==> config.mk <==
export PLATFORM = sky130hd
export DESIGN_NAME = rc_channel_frame_and_led_fader
export DESIGN_NICKNAME = d
export VERILOG_FILES = /design/src/rcf_pkg.sv /design/src/rc_channel_frame_and_led_fader.sv /design/src/rcf_led_fader.sv
export SDC_FILE = /design/constraint.sdc
export NUM_CORES = 1
export LEC_CHECK = 0
export BUFFER_PORTS_ARGS = -buffer_cell sky130_fd_sc_hd__buf_4
export CAP_MARGIN = 20
export CORE_MARGIN = 10
export CORE_UTILIZATION = 55
export CTS_BUF_LIST = sky130_fd_sc_hd__clkbuf_4 sky130_fd_sc_hd__clkbuf_8 sky130_fd_sc_hd__clkbuf_16
export DETAILED_ROUTE_END_ITERATION = 8
export PLACE_DENSITY = 0.73
export SETUP_SLACK_MARGIN = 0.2
export SYNTH_ARGS = -nofsm -noshare
export SYNTH_HDL_FRONTEND = slang
export SYNTH_SLANG_ARGS = --single-unit
==> constraint.sdc <==
create_clock -name clock -period 14.1 [get_ports clock]
set_input_delay 0.705 -clock clock [delete_from_list [all_inputs] [get_ports clock]]
set_output_delay 0.705 -clock clock [all_outputs]
set_load 0.005 [all_outputs]
==> src/rcf_pkg.sv <==
package rcf_pkg;

   localparam int SUM_W     = 14;
   localparam int CHAN_W    = 10;
   localparam int FRAME_LEN = 14;
   localparam int LEFT_W    = $clog2(FRAME_LEN);

   localparam logic [CHAN_W-1:0] CHAN_MAX = 10'h3ff;

   typedef enum logic [1:0] {
      TX_NORMAL = 2'd0,
      TX_BIND   = 2'd1,
      TX_SLAVE  = 2'd2,
      TX_MASTER = 2'd3
   } tx_mode_type;

   // frame byte codes
   localparam logic [7:0] HDR_NORMAL   = 8'h18;
   localparam logic [7:0] HDR_RANGE    = 8'h38;
   localparam logic [7:0] SLOT_AUX_ON  = 8'h10;
   localparam logic [7:0] SLOT_AUX_OFF = 8'h13;
   localparam logic [7:0] SLOT_BND_REL = 8'h14;
   localparam logic [7:0] SLOT_BND_PRS = 8'h17;
   localparam logic [7:0] PAT_HI       = 8'haa;
   localparam logic [7:0] PAT_LO       = 8'h54;

   // byte 0 in the lowest lane
   typedef logic [FRAME_LEN-1:0][7:0] frame_type;

   localparam frame_type BIND_FRAME = {
      8'haa, 8'h14, 8'haa, 8'h10, 8'hff, 8'h0d, 8'hff,
      8'h09, 8'hff, 8'h05, 8'h00, 8'h00, 8'h00, 8'h98
   };

   typedef struct packed {
      logic       bind_mode;
      logic       range_check;
      logic       unplugged;
      logic       trainer_breathe;
      logic       mix_on;
      logic [4:0] pulse_step;
   } fader_ctl_type;

   typedef struct packed {
      logic [6:0] power;
      logic [7:0] mode;
      logic [7:0] trainer;
      logic [7:0] mix;
   } duties_type;

endpackage

==> src/rc_channel_frame_and_led_fader.sv <==
// RC channel frame encoder with LED fader. Each req_ transfer is one frame
// tick: four oversampled stick sums, the transmit mode, the range-check flag,
// panel and reverse switches and the power LED breathing step. A tick in
// normal mode, or trainer master with the rate switch high, yields a 14-byte
// channel frame (header, four 10-bit channels tagged by number, aux and bind
// slots); bind mode yields the fixed bind frame; slave control yields one
// status transfer with tuser low. rsp_tlast marks the final transfer of each
// tick, and every transfer of a tick carries the LED duties after that tick.
// A req_ transfer waits in the input register until the frame register is free
// and then loads into it; the frame register sends one rsp_ transfer per cycle
// while rsp_tready is high, and a tick holds the output for all its transfers.
// The output shifter's single byte lane limits the rate. The input register
// takes the next tick while the current frame drains, and the frame register
// reloads in the cycle its last byte is taken, so frames leave back to back.
module rc_channel_frame_and_led_fader import rcf_pkg::*; #(
   parameter int OVERSAMPLE_COUNT = 10   // samples per stick sum, 1..16
) (
   input  logic        clock,
   input  logic        reset,
   // request stream
   input  logic        req_tvalid,
   output logic        req_tready,
   // [13:0] throttle_sum, [27:14] aileron_sum, [41:28] elevator_sum,
   // [55:42] rudder_sum, [60:56] panel_bits, [64:61] reverse_bits,
   // [69:65] pulse_step, [71:70] zero
   input  logic [71:0] req_tdata,
   // [1:0] tx_mode, [2] range_check
   input  logic [2:0]  req_tuser,
   // response stream
   output logic        rsp_tvalid,
   input  logic        rsp_tready,
   // [7:0] frame_byte, [14:8] power_duty, [22:15] mode_duty,
   // [30:23] trainer_duty, [38:31] mix_duty, [39] zero
   output logic [39:0] rsp_tdata,
   output logic        rsp_tuser,   // [0] byte_valid
   output logic        rsp_tlast    // last
);

   // Averaging by reciprocal multiply, exact for every 14-bit sum:
   // q = (sum * ceil(2^(14+l)/N)) >> (14+l), l = ceil(log2 N).
   localparam int     AVG_SHIFT = SUM_W + $clog2(OVERSAMPLE_COUNT);
   localparam longint RECIP     = ((longint'(1) << AVG_SHIFT) + longint'(OVERSAMPLE_COUNT) - 1)
                                  / longint'(OVERSAMPLE_COUNT);
   localparam int     RECIP_W   = $clog2(RECIP + 1);
   localparam int     PROD_W    = SUM_W + RECIP_W;
   localparam logic [RECIP_W-1:0] RECIP_K = RECIP_W'(RECIP);

   function automatic logic [CHAN_W-1:0] stick_avg(input logic [SUM_W-1:0] sum);
      logic [PROD_W-1:0] prod;
      logic [PROD_W-1:0] quot;
      prod = PROD_W'(sum) * PROD_W'(RECIP_K);
      quot = prod >> AVG_SHIFT;
      return (quot > PROD_W'(CHAN_MAX)) ? CHAN_MAX : quot[CHAN_W-1:0];
   endfunction

   function automatic logic [7:0] chan_hi(input logic [1:0] tag, input logic [CHAN_W-1:0] v);
      return {4'b0000, tag, v[9:8]};
   endfunction

   // ---------------- input register ----------------
   logic              in_valid_ff;
   logic [SUM_W-1:0]  thr_sum_ff, ail_sum_ff, ele_sum_ff, rud_sum_ff;
   tx_mode_type       tx_mode_ff;
   logic              range_ff;
   logic [4:0]        panel_ff;
   logic [3:0]        rev_ff;
   logic [4:0]        step_ff;

   // ---------------- frame register ----------------
   logic              frame_valid_ff;
   frame_type         frame_ff, frame_in;
   logic [LEFT_W-1:0] left_ff, left_in;    // transfers still to follow
   logic              byte_valid_ff, byte_valid_in;
   duties_type        duty_ff, next_duty;

   logic              rsp_xfer, rsp_done, frame_load;
   fader_ctl_type     fader_ctl;

   assign rsp_xfer   = rsp_tvalid & rsp_tready;
   assign rsp_done   = rsp_xfer & rsp_tlast;
   assign frame_load = in_valid_ff & (~frame_valid_ff | rsp_done);
   assign req_tready = ~in_valid_ff | frame_load;

   always_ff @(posedge clock) begin
      if (reset) begin
         in_valid_ff <= 1'b0;
      end else if (req_tready) begin
         in_valid_ff <= req_tvalid;
      end
   end

   always_ff @(posedge clock) begin
      if (req_tvalid & req_tready) begin
         thr_sum_ff <= req_tdata[13:0];
         ail_sum_ff <= req_tdata[27:14];
         ele_sum_ff <= req_tdata[41:28];
         rud_sum_ff <= req_tdata[55:42];
         panel_ff   <= req_tdata[60:56];
         rev_ff     <= req_tdata[64:61];
         step_ff    <= req_tdata[69:65];
         tx_mode_ff <= tx_mode_type'(req_tuser[1:0]);
         range_ff   <= req_tuser[2];
      end
   end

   // panel switches
   logic rate_hi, aux_on, bind_rel, mix_on, unplugged;
   assign rate_hi   = panel_ff[0];
   assign aux_on    = panel_ff[1];
   assign bind_rel  = panel_ff[2];
   assign mix_on    = panel_ff[3];
   assign unplugged = panel_ff[4];

   // ---------------- frame build ----------------
   logic [CHAN_W-1:0] thr, ail, ele, rud;
   logic              master_ctl;

   always_comb begin
      thr = stick_avg(thr_sum_ff);
      ail = CHAN_MAX - stick_avg(ail_sum_ff);
      ele = stick_avg(ele_sum_ff);
      rud = CHAN_MAX - stick_avg(rud_sum_ff);
      master_ctl = (tx_mode_ff == TX_NORMAL) | ((tx_mode_ff == TX_MASTER) & rate_hi);

      frame_in      = '0;
      left_in       = '0;
      byte_valid_in = 1'b0;
      if (master_ctl) begin
         frame_in[0]  = range_ff ? HDR_RANGE : HDR_NORMAL;
         frame_in[1]  = 8'h00;
         frame_in[2]  = chan_hi(2'd0, thr);
         frame_in[3]  = thr[7:0];
         frame_in[4]  = chan_hi(2'd1, ail);
         frame_in[5]  = ail[7:0];
         frame_in[6]  = chan_hi(2'd2, ele);
         frame_in[7]  = ele[7:0];
         frame_in[8]  = chan_hi(2'd3, rud);
         frame_in[9]  = rud[7:0];
         frame_in[10] = aux_on ? SLOT_AUX_ON : SLOT_AUX_OFF;
         frame_in[12] = bind_rel ? SLOT_BND_REL : SLOT_BND_PRS;
         if (mix_on) begin
            frame_in[11] = {3'b000, rate_hi, 4'b0000};
            frame_in[13] = {rev_ff, 4'b0000};
         end else begin
            frame_in[11] = aux_on ? PAT_HI : PAT_LO;
            frame_in[13] = bind_rel ? PAT_HI : PAT_LO;
         end
         left_in       = LEFT_W'(FRAME_LEN - 1);
         byte_valid_in = 1'b1;
      end else if (tx_mode_ff == TX_BIND) begin
         frame_in      = BIND_FRAME;
         left_in       = LEFT_W'(FRAME_LEN - 1);
         byte_valid_in = 1'b1;
      end
      // otherwise slave control: one status transfer, byte 0 and tuser low
   end

   // ---------------- LED faders ----------------
   assign fader_ctl.bind_mode       = (tx_mode_ff == TX_BIND);
   assign fader_ctl.range_check     = range_ff;
   assign fader_ctl.unplugged       = unplugged;
   assign fader_ctl.trainer_breathe = (tx_mode_ff == TX_MASTER) & ~rate_hi;
   assign fader_ctl.mix_on          = mix_on;
   assign fader_ctl.pulse_step      = step_ff;

   rcf_led_fader u_fader (
      .clock     (clock),
      .reset     (reset),
      .advance   (frame_load),
      .ctl       (fader_ctl),
      .next_duty (next_duty)
   );

   // ---------------- output shifter ----------------
   always_ff @(posedge clock) begin
      if (reset) begin
         frame_valid_ff <= 1'b0;
      end else if (frame_load) begin
         frame_valid_ff <= 1'b1;
      end else if (rsp_done) begin
         frame_valid_ff <= 1'b0;
      end
   end

   always_ff @(posedge clock) begin
      if (frame_load) begin
         frame_ff      <= frame_in;
         left_ff       <= left_in;
         byte_valid_ff <= byte_valid_in;
         duty_ff       <= next_duty;
      end else if (rsp_xfer) begin
         frame_ff <= {8'h00, frame_ff[FRAME_LEN-1:1]};
         left_ff  <= left_ff - LEFT_W'(1);
      end
   end

   assign rsp_tvalid = frame_valid_ff;
   assign rsp_tlast  = (left_ff == '0);
   assign rsp_tuser  = byte_valid_ff;
   assign rsp_tdata  = {1'b0, duty_ff.mix, duty_ff.trainer, duty_ff.mode, duty_ff.power,
                        frame_ff[0]};

   // ---------------- assertions ----------------
   // a loaded tick is presented in the next cycle
   assert property (@(posedge clock) disable iff (reset) frame_load |=> rsp_tvalid)
      else $error("frame load not presented");

   // a status item stands alone
   assert property (@(posedge clock) disable iff (reset)
                    (rsp_tvalid && !rsp_tuser) |-> rsp_tlast)
      else $error("status item not last");

   // a frame continues without a gap until its last byte
   assert property (@(posedge clock) disable iff (reset)
                    (rsp_xfer && !rsp_tlast) |=> (rsp_tvalid && rsp_tuser))
      else $error("frame broken before last byte");

   // the mode and mix levels never pass their limit of 200
   assert property (@(posedge clock) disable iff (reset)
                    rsp_tvalid |-> (duty_ff.mode <= 8'd200 && duty_ff.mix <= 8'd200))
      else $error("LED duty out of range");

endmodule

==> src/rcf_led_fader.sv <==
module rcf_led_fader import rcf_pkg::*; (
   input  logic          clock,
   input  logic          reset,
   input  logic          advance,    // one tick leaves the input stage
   input  fader_ctl_type ctl,
   output duties_type    next_duty   // levels after this tick
);

   localparam logic [7:0] LED_STEP  = 8'd10;
   localparam logic [7:0] LED_PEAK  = 8'd100;
   localparam logic [7:0] RISE_MAX  = 8'd190;
   localparam logic [7:0] POWER_CAP = 8'd127;
   localparam logic [7:0] FULL_CAP  = 8'd255;

   typedef struct packed {
      logic [7:0] level;
      logic       rising;
   } breath_type;

   function automatic breath_type breathe(input logic [7:0] level, input logic rising,
                                          input logic [7:0] step, input logic [7:0] cap);
      breath_type r;
      logic [8:0] sum;
      r.level  = level;
      r.rising = rising;
      sum      = {1'b0, level} + {1'b0, step};
      if (rising) begin
         if (level > LED_PEAK) begin
            r.rising = 1'b0;
         end else if (sum > {1'b0, cap}) begin
            r.level = cap;
         end else begin
            r.level = sum[7:0];
         end
      end else begin
         if (level < step) begin
            r.rising = 1'b1;
         end else begin
            r.level = level - step;
         end
      end
      return r;
   endfunction

   function automatic logic [7:0] rise_level(input logic [7:0] level);
      return (level <= RISE_MAX) ? level + LED_STEP : level;
   endfunction

   function automatic logic [7:0] fall_level(input logic [7:0] level);
      return (level >= LED_STEP) ? level - LED_STEP : level;
   endfunction

   logic [6:0] power_level_ff, power_level_in;
   logic [7:0] mode_level_ff, mode_level_in;
   logic [7:0] trainer_level_ff, trainer_level_in;
   logic [7:0] mix_level_ff, mix_level_in;
   logic       power_rising_ff, power_rising_in;
   logic       mode_rising_ff, mode_rising_in;
   logic       trainer_rising_ff, trainer_rising_in;

   breath_type power_b, mode_b, trainer_b;

   always_comb begin
      power_b   = breathe({1'b0, power_level_ff}, power_rising_ff,
                          {3'b000, ctl.pulse_step}, POWER_CAP);
      mode_b    = breathe(mode_level_ff, mode_rising_ff, LED_STEP, FULL_CAP);
      trainer_b = breathe(trainer_level_ff, trainer_rising_ff, LED_STEP, FULL_CAP);

      power_level_in  = power_b.level[6:0];
      power_rising_in = power_b.rising;

      priority if (ctl.bind_mode) begin
         mode_level_in  = mode_b.level;
         mode_rising_in = mode_b.rising;
      end else if (ctl.range_check) begin
         mode_level_in  = rise_level(mode_level_ff);
         mode_rising_in = 1'b1;
      end else begin
         mode_level_in  = fall_level(mode_level_ff);
         mode_rising_in = 1'b0;
      end

      priority if (ctl.unplugged) begin
         trainer_level_in  = fall_level(trainer_level_ff);
         trainer_rising_in = 1'b0;
      end else if (ctl.trainer_breathe) begin
         trainer_level_in  = trainer_b.level;
         trainer_rising_in = trainer_b.rising;
      end else begin
         trainer_level_in  = rise_level(trainer_level_ff);
         trainer_rising_in = 1'b1;
      end

      mix_level_in = ctl.mix_on ? rise_level(mix_level_ff) : fall_level(mix_level_ff);
   end

   always_ff @(posedge clock) begin
      if (reset) begin
         power_level_ff    <= '0;
         mode_level_ff     <= '0;
         trainer_level_ff  <= '0;
         mix_level_ff      <= '0;
         power_rising_ff   <= 1'b1;
         mode_rising_ff    <= 1'b0;
         trainer_rising_ff <= 1'b0;
      end else if (advance) begin
         power_level_ff    <= power_level_in;
         mode_level_ff     <= mode_level_in;
         trainer_level_ff  <= trainer_level_in;
         mix_level_ff      <= mix_level_in;
         power_rising_ff   <= power_rising_in;
         mode_rising_ff    <= mode_rising_in;
         trainer_rising_ff <= trainer_rising_in;
      end
   end

   assign next_duty.power   = power_level_in;
   assign next_duty.mode    = mode_level_in;
   assign next_duty.trainer = trainer_level_in;
   assign next_duty.mix     = mix_level_in;

endmodule
======== Word level (Yosys, flattened, before mapping) ========
Index checks and enable logic that the tools add are counted.
cells by class
  mux-type cells .......................... 55
  multipliers ............................. 4
  $lt $le $gt $ge ......................... 19
  reduce and logical (&&, ||, !) cells .... 4
  $add $sub $neg .......................... 13
  bitwise gates (word level) .............. 12
  eq/ne operators ......................... 2
operators with widths
  operator                                                                              number
  112-bit 2-to-1 mux                                                                    4
  8-bit 2-to-1 mux                                                                      22
  14-bit by 15-bit multiplier with 29-bit output (second input constant)                4
  11-bit by 10-bit greater-than comparator with 1-bit output (second input constant)    4
  10-bit 2-to-1 mux                                                                     4
  8-bit by 4-bit adder with 8-bit output (second input constant)                        3
  8-bit by 4-bit greater-or-equal comparator with 1-bit output (second input constant)  3
  8-bit by 7-bit greater-than comparator with 1-bit output (second input constant)      3
  8-bit less-or-equal comparator (second input constant)                                3
  8-bit by 4-bit subtractor with 8-bit output (second input constant)                   3
  7-bit 2-to-1 mux                                                                      3
  10-bit subtractor (first input constant)                                              2
  8-bit by 4-bit adder with 9-bit output (second input constant)                        2
  9-bit by 8-bit greater-than comparator with 1-bit output (second input constant)      2
  9-bit 2-to-1 mux                                                                      2
  8-bit by 4-bit < comparator with 1-bit output (second input constant)                 2
  4-bit 2-to-1 mux                                                                      4
  1-bit 2-to-1 mux                                                                      13
  7-bit by 5-bit adder with 8-bit output                                                1
  7-bit greater-than comparator (second input constant)                                 1
  7-bit by 5-bit < comparator with 1-bit output                                         1
  7-bit by 5-bit subtractor with 7-bit output                                           1
  1-bit bitwise AND                                                                     6
  6-bit 2-to-1 mux                                                                      1
  other kinds (9)                                                                       15
word-level totals
  logic and storage cells ................. 147
  register bits after elaboration ......... 257
  input port bits ......................... 79
  output and inout port bits .............. 44

======== Longest topological paths before layout ========
  depth in word-level cells ............... 7
  depth in mapped cells ................... 23

======== Modules after synthesis ========
From an unflattened synthesis, not the netlist that was laid out.
unflattened totals
  cell total of the unflattened synthesis .. 2435
  area total of the unflattened synthesis .. 25524.5 µm²
by module, submodules not included
  module                          area each (µm²)  instances  cells each
  rc_channel_frame_and_led_fader  21708.3          1          1907
  rcf_led_fader                   3816.2           1          528

======== Worst setup path before layout ========
No wires, ideal clock.
  path type ............................... register -> register
  from .................................... register in_valid_ff
  to ...................................... register frame_ff[100] in the netlist's numbering (enable)
  library setup time ...................... 0.744 ns
  stages on the path, launching flop included .. 3
  required time ........................... 13.356 ns
  path slack .............................. 4.981 ns
  data arrival time ....................... 8.375 ns
  period minus slack after synthesis ...... 9.119 ns
  cells stage by stage .................... dfxtp_1 > inv_1 > o21ai_0
on the way
  longest elaborated chain between the ends .. 2
RTL lines
  item                          line                                   RTL
  from (decl)                   rc_channel_frame_and_led_fader.sv:61   logic in_valid_ff;
  from (signal assigned)        rc_channel_frame_and_led_fader.sv:88   in_valid_ff <= req_tvalid;
  1-bit bitwise AND             rc_channel_frame_and_led_fader.sv:81   assign frame_load = in_valid_ff & (~frame_valid_ff | rsp_done);
  2-bit nonzero test (no line)  --
  to (signal assigned)          rc_channel_frame_and_led_fader.sv:187  frame_ff <= frame_in;
  to (signal assigned)          rc_channel_frame_and_led_fader.sv:192  frame_ff <= {8'h00, frame_ff[FRAME_LEN-1:1]};
  to (decl)                     rc_channel_frame_and_led_fader.sv:71   frame_type frame_ff, frame_in;
Every way passes these cells.
A chain may end at the register's enable or synchronous reset.

======== Final worst setup path ========
  from .................................... register thr_sum_ff[8]
  to ...................................... register frame_ff[28] in the netlist's numbering (data pin)
on the way
  longest elaborated chain between the ends .. 5
RTL lines
  item                                                        line                                   RTL
  from (decl)                                                 rc_channel_frame_and_led_fader.sv:62   logic [SUM_W-1:0] thr_sum_ff, ail_sum_ff, ele_sum_ff, rud_sum_ff;
  from (signal assigned)                                      rc_channel_frame_and_led_fader.sv:94   thr_sum_ff <= req_tdata[13:0];
  14-bit by 15-bit multiplier with 29-bit output (*)          rc_channel_frame_and_led_fader.sv:51   prod = PROD_W'(sum) * PROD_W'(RECIP_K);
  11-bit by 10-bit greater-than comparator with 1-bit output  rc_channel_frame_and_led_fader.sv:53   return (quot > PROD_W'(CHAN_MAX)) ? CHAN_MAX : quot[CHAN_W-1:0];
  10-bit 2-to-1 mux (*)                                       rc_channel_frame_and_led_fader.sv:53
  112-bit 2-to-1 mux (*)                                      rc_channel_frame_and_led_fader.sv:128  if (master_ctl) begin
  112-bit 2-to-1 mux (*)                                      rc_channel_frame_and_led_fader.sv:186  if (frame_load) begin
Every way passes the cells marked *; elsewhere a longest branch is shown, timed or not.

==> results.cfg <==
[run_status]
status = finished clean

[drt]
met1Wirelength_um = 22300
wl_met2_um = 25200
route.met3.wl_um = 1940
drtIter0Drc = 1056
dr_total_vias = 16664
route.detailed.drc = 0
antenna_left = 0
wl_per_cell_um = 16.5
drt-pass1-iter-count = 6
routed_via_density = 5.45
highest_layer = met4
routed_wl_um = 50300

[timing]
holdWs_ns = 0.284
finalSetupTns_ns = 0
min_period_ns = 6.68
finalHoldViolCount = 0
fin_crit_sh_pct = 47.4
setup_viol = 0
drv_slew = 0
timing.fmax_ghz = 0.150
worst_slew_margin_rel_pct = 25.5
worst_slew_pin_slew_ns = 1.11
fin_skew_ns = 0.0139
grt_setup_unrepaired = no

[yosys]
ys_ff_latch = 253
synth-edff-count = 218
ys_seq_area_share_pct = 29.1
synthCells = 2346
ys.flop_type = edfxtp_1
synth_warnings = 0
synthesis.area_sq_um = 24900
synth.distinct_cells = 84
synth_async_sr_flop_share_pct = 0
synth.avg_cell_area_sq_um = 10.6

[global_route]
track_usage_pct = 19.1
grt_pass1_vias = 17394
antenna_found_initial = 0
grt_overflow = 0
grt_first_pass_wirelength_um = 85600
grt_max_degree = 91

[min_path]
hold_path_depth = 1
min_path_type = in2reg
hold_start = req_tdata[49]

[worst_setup_path]
worstSetupPathType = reg2reg
critPathMaxStageDelay_ns = 0.72
critPathRequiredTime_ns = 14.41
endpoint_kind = register
critPathLaunchType = register
r2r_start = thr_sum_ff[8]$_DFFE_PP_
startpoint = thr_sum_ff[8]$_DFFE_PP_
rr_worst_depth = 19
crit_path_frequent_cell = fa_1
crit_chain = ha_1 > fa_1 > fa_1 > inv_1 > fa_1 > inv_1 > fa_1 > inv_1 > fa_1 > inv_1 > ha_1 > a21oi_1 > nand2_1 > a211oi_2 > o41a_1 > a21oi_1 > or4_1 > a2111oi_0 > o21ai_0
cp_data_arrival_time_ns = 6.99
path_max_fanout = 10
critPathSlowestCell = or4_1

[cells_and_area]
fin_nets = 3183
fill_cells = 3627
final_cells = 3056
layout_commonest_cell = inv_1
syn_to_final_growth_pct = 10.0
final_cell_mix = inv_1, ha_1, fa_1
drive_gt1_share_pct = 9.38
n_antenna_cell = 0

[cts]
cts_tree = built
cts.sinks = 253
cts_root_buf = clkbuf_16
clk_path_buf_depth = 3
clk_latency_ns = 0.59
ctsHoldBuffers = 0
clk_pin_slew_ns = 0.06
htreeDepth = 1
ctsResizeCount = 0
cts_made_buffers = 30
cts_setup_buffers = 0

[floorplanning]
die_x_um = 233
core_area_sq_um = 44500
core.rowCount = 77
die_y_um = 233
io_pins = 123
dieArea_sq_um = 54100
initial_utilization_pct = 55.9

[power]
p_per_area_nw_per_um2 = 179
leakage_nw = 13.2
irDropWorstVdd_mv = 0.117

[run]
drv_cap = 0

[place]
place.gp.congestion = 0.899
hpwl_um = 40200
placed_cells = 2999
port_buffers = 118
through the flow:
step,total power (W),setup slack (ns),cell area [sq um],utilization (%)
after floorplan,0.00340,4.98,24900,-
after global placement,0.00399,7.53,26300,59.0
after detailed placement,0.00411,7.49,26300,59.0
after CTS,0.00495,7.45,27300,61.3
after global routing,0.00547,7.18,27400,61.5
final,0.00489,7.42,27400,61.5
synthesized netlist by cell type (all sizes together), types with 4 or more instances:
library cell	count	area share (%)
nor2b	54	1.4
o21a	8	0.24
xnor2	45	1.7
nor2	106	1.6
a211oi	18	0.56
o311ai	7	0.32
ha	421	21
clkbuf	48	0.76
a21o	28	0.86
mux2i	5	0.20
nand3	25	0.50
fa	242	19
nand2	113	1.7
a21oi	112	2.3
a41oi	5	0.18
and3	8	0.20
or2	17	0.43
o22ai	4	0.10
edfxtp	218	26
and4	4	0.15
o221a	10	0.45
a311oi	10	0.38
o21bai	9	0.27
or4	6	0.18
o21ai	71	1.4
o211ai	9	0.27
a211o	5	0.18
inv	483	7.3
nor3b	5	0.15
nand4	9	0.23
and2	7	0.18
o31ai	29	0.94
a31oi	20	0.56
nand2b	12	0.30
nor4	5	0.13
or3	11	0.28
nor3	27	0.56
xor2	24	0.85
dfxtp	35	2.8
buf	16	0.46
o211a	7	0.28
a221oi	5	0.20
flip-flops by register name, summed over array words and instances, names as in the netlist, 2 cells and up:
| name | flops |
|---|---|
| ail_sum_ff | 14 |
| rsp_tdata | 38 |
| ele_sum_ff | 14 |
| panel_ff | 5 |
| left_ff | 4 |
| rud_sum_ff | 14 |
| frame_ff | 102 |
| thr_sum_ff | 14 |
| u_fader.trainer_level_ff | 8 |
| u_fader.power_level_ff | 7 |
| step_ff | 5 |
| u_fader.mode_level_ff | 8 |
| tx_mode_ff | 2 |
| u_fader.mix_level_ff | 7 |
| rev_ff | 4 |
cells by family (layout without fill, tap and decap cells):
logic type	Yosys count	in the layout	synth area share (%)
adders and majority gates	663	663	40.7
xor gates and xnor gates	69	69	2.51
and+or+nand+nor	419	419	8.33
buffers and inverters	547	664	8.52
muxes	7	7	0.292
AOI/OAI and AO/OA	387	387	10.5
DFF	253	253	29.1
other	1	2	0.0151
worst max-delay path, delay by kind of cell, from the launching register on:
family	cells	cell delay, ns
AOI/OAI and AO/OA	6	1.53
adders and majority gates	7	3.33
buffers and inverters	4	0.20
DFF	1	0.51
and+or+nand+nor	2	0.82
final timing paths:
path | endpoint | slack, ns
worst max-delay path | frame_ff[28]$_DFFE_PP_ | 7.42
worst max register to register | frame_ff[28]$_DFFE_PP_ | 7.42
worst min-delay path | rud_sum_ff[7]$_DFFE_PP_ | 0.28
worst min register to register | rsp_tdata[5]$_DFFE_PP_ | 0.52
power by group:
part | switching, W | leakage, nW | internal [W]
clock | 0.000335 | 0.494 | 0.000462
sequential | 0.0000463 | 2.38 | 0.000902
combinational | 0.00178 | 10.3 | 0.00137
routing by layer:
layer	vias up	GRT usage, %
li1	8115	-
met1	8206	24.9
met2	285	33.2
met3	58	2.54
met4	0	4.06
met5	-	0
cell type report:
class / instances / area [sq um] / share of cell area (%)
clock buffer: 37 / 835 / 3.05
clock inverter: 18 / 199 / 0.727
inverter: 483 / 1820 / 6.64
multi-input combinational: 1547 / 15500 / 56.8
sequential: 253 / 7250 / 26.5
tap: 592 / 741 / 2.71
timing repair buffer: 126 / 986 / 3.60
No activity file was read; power rests on OpenSTA's default activity.
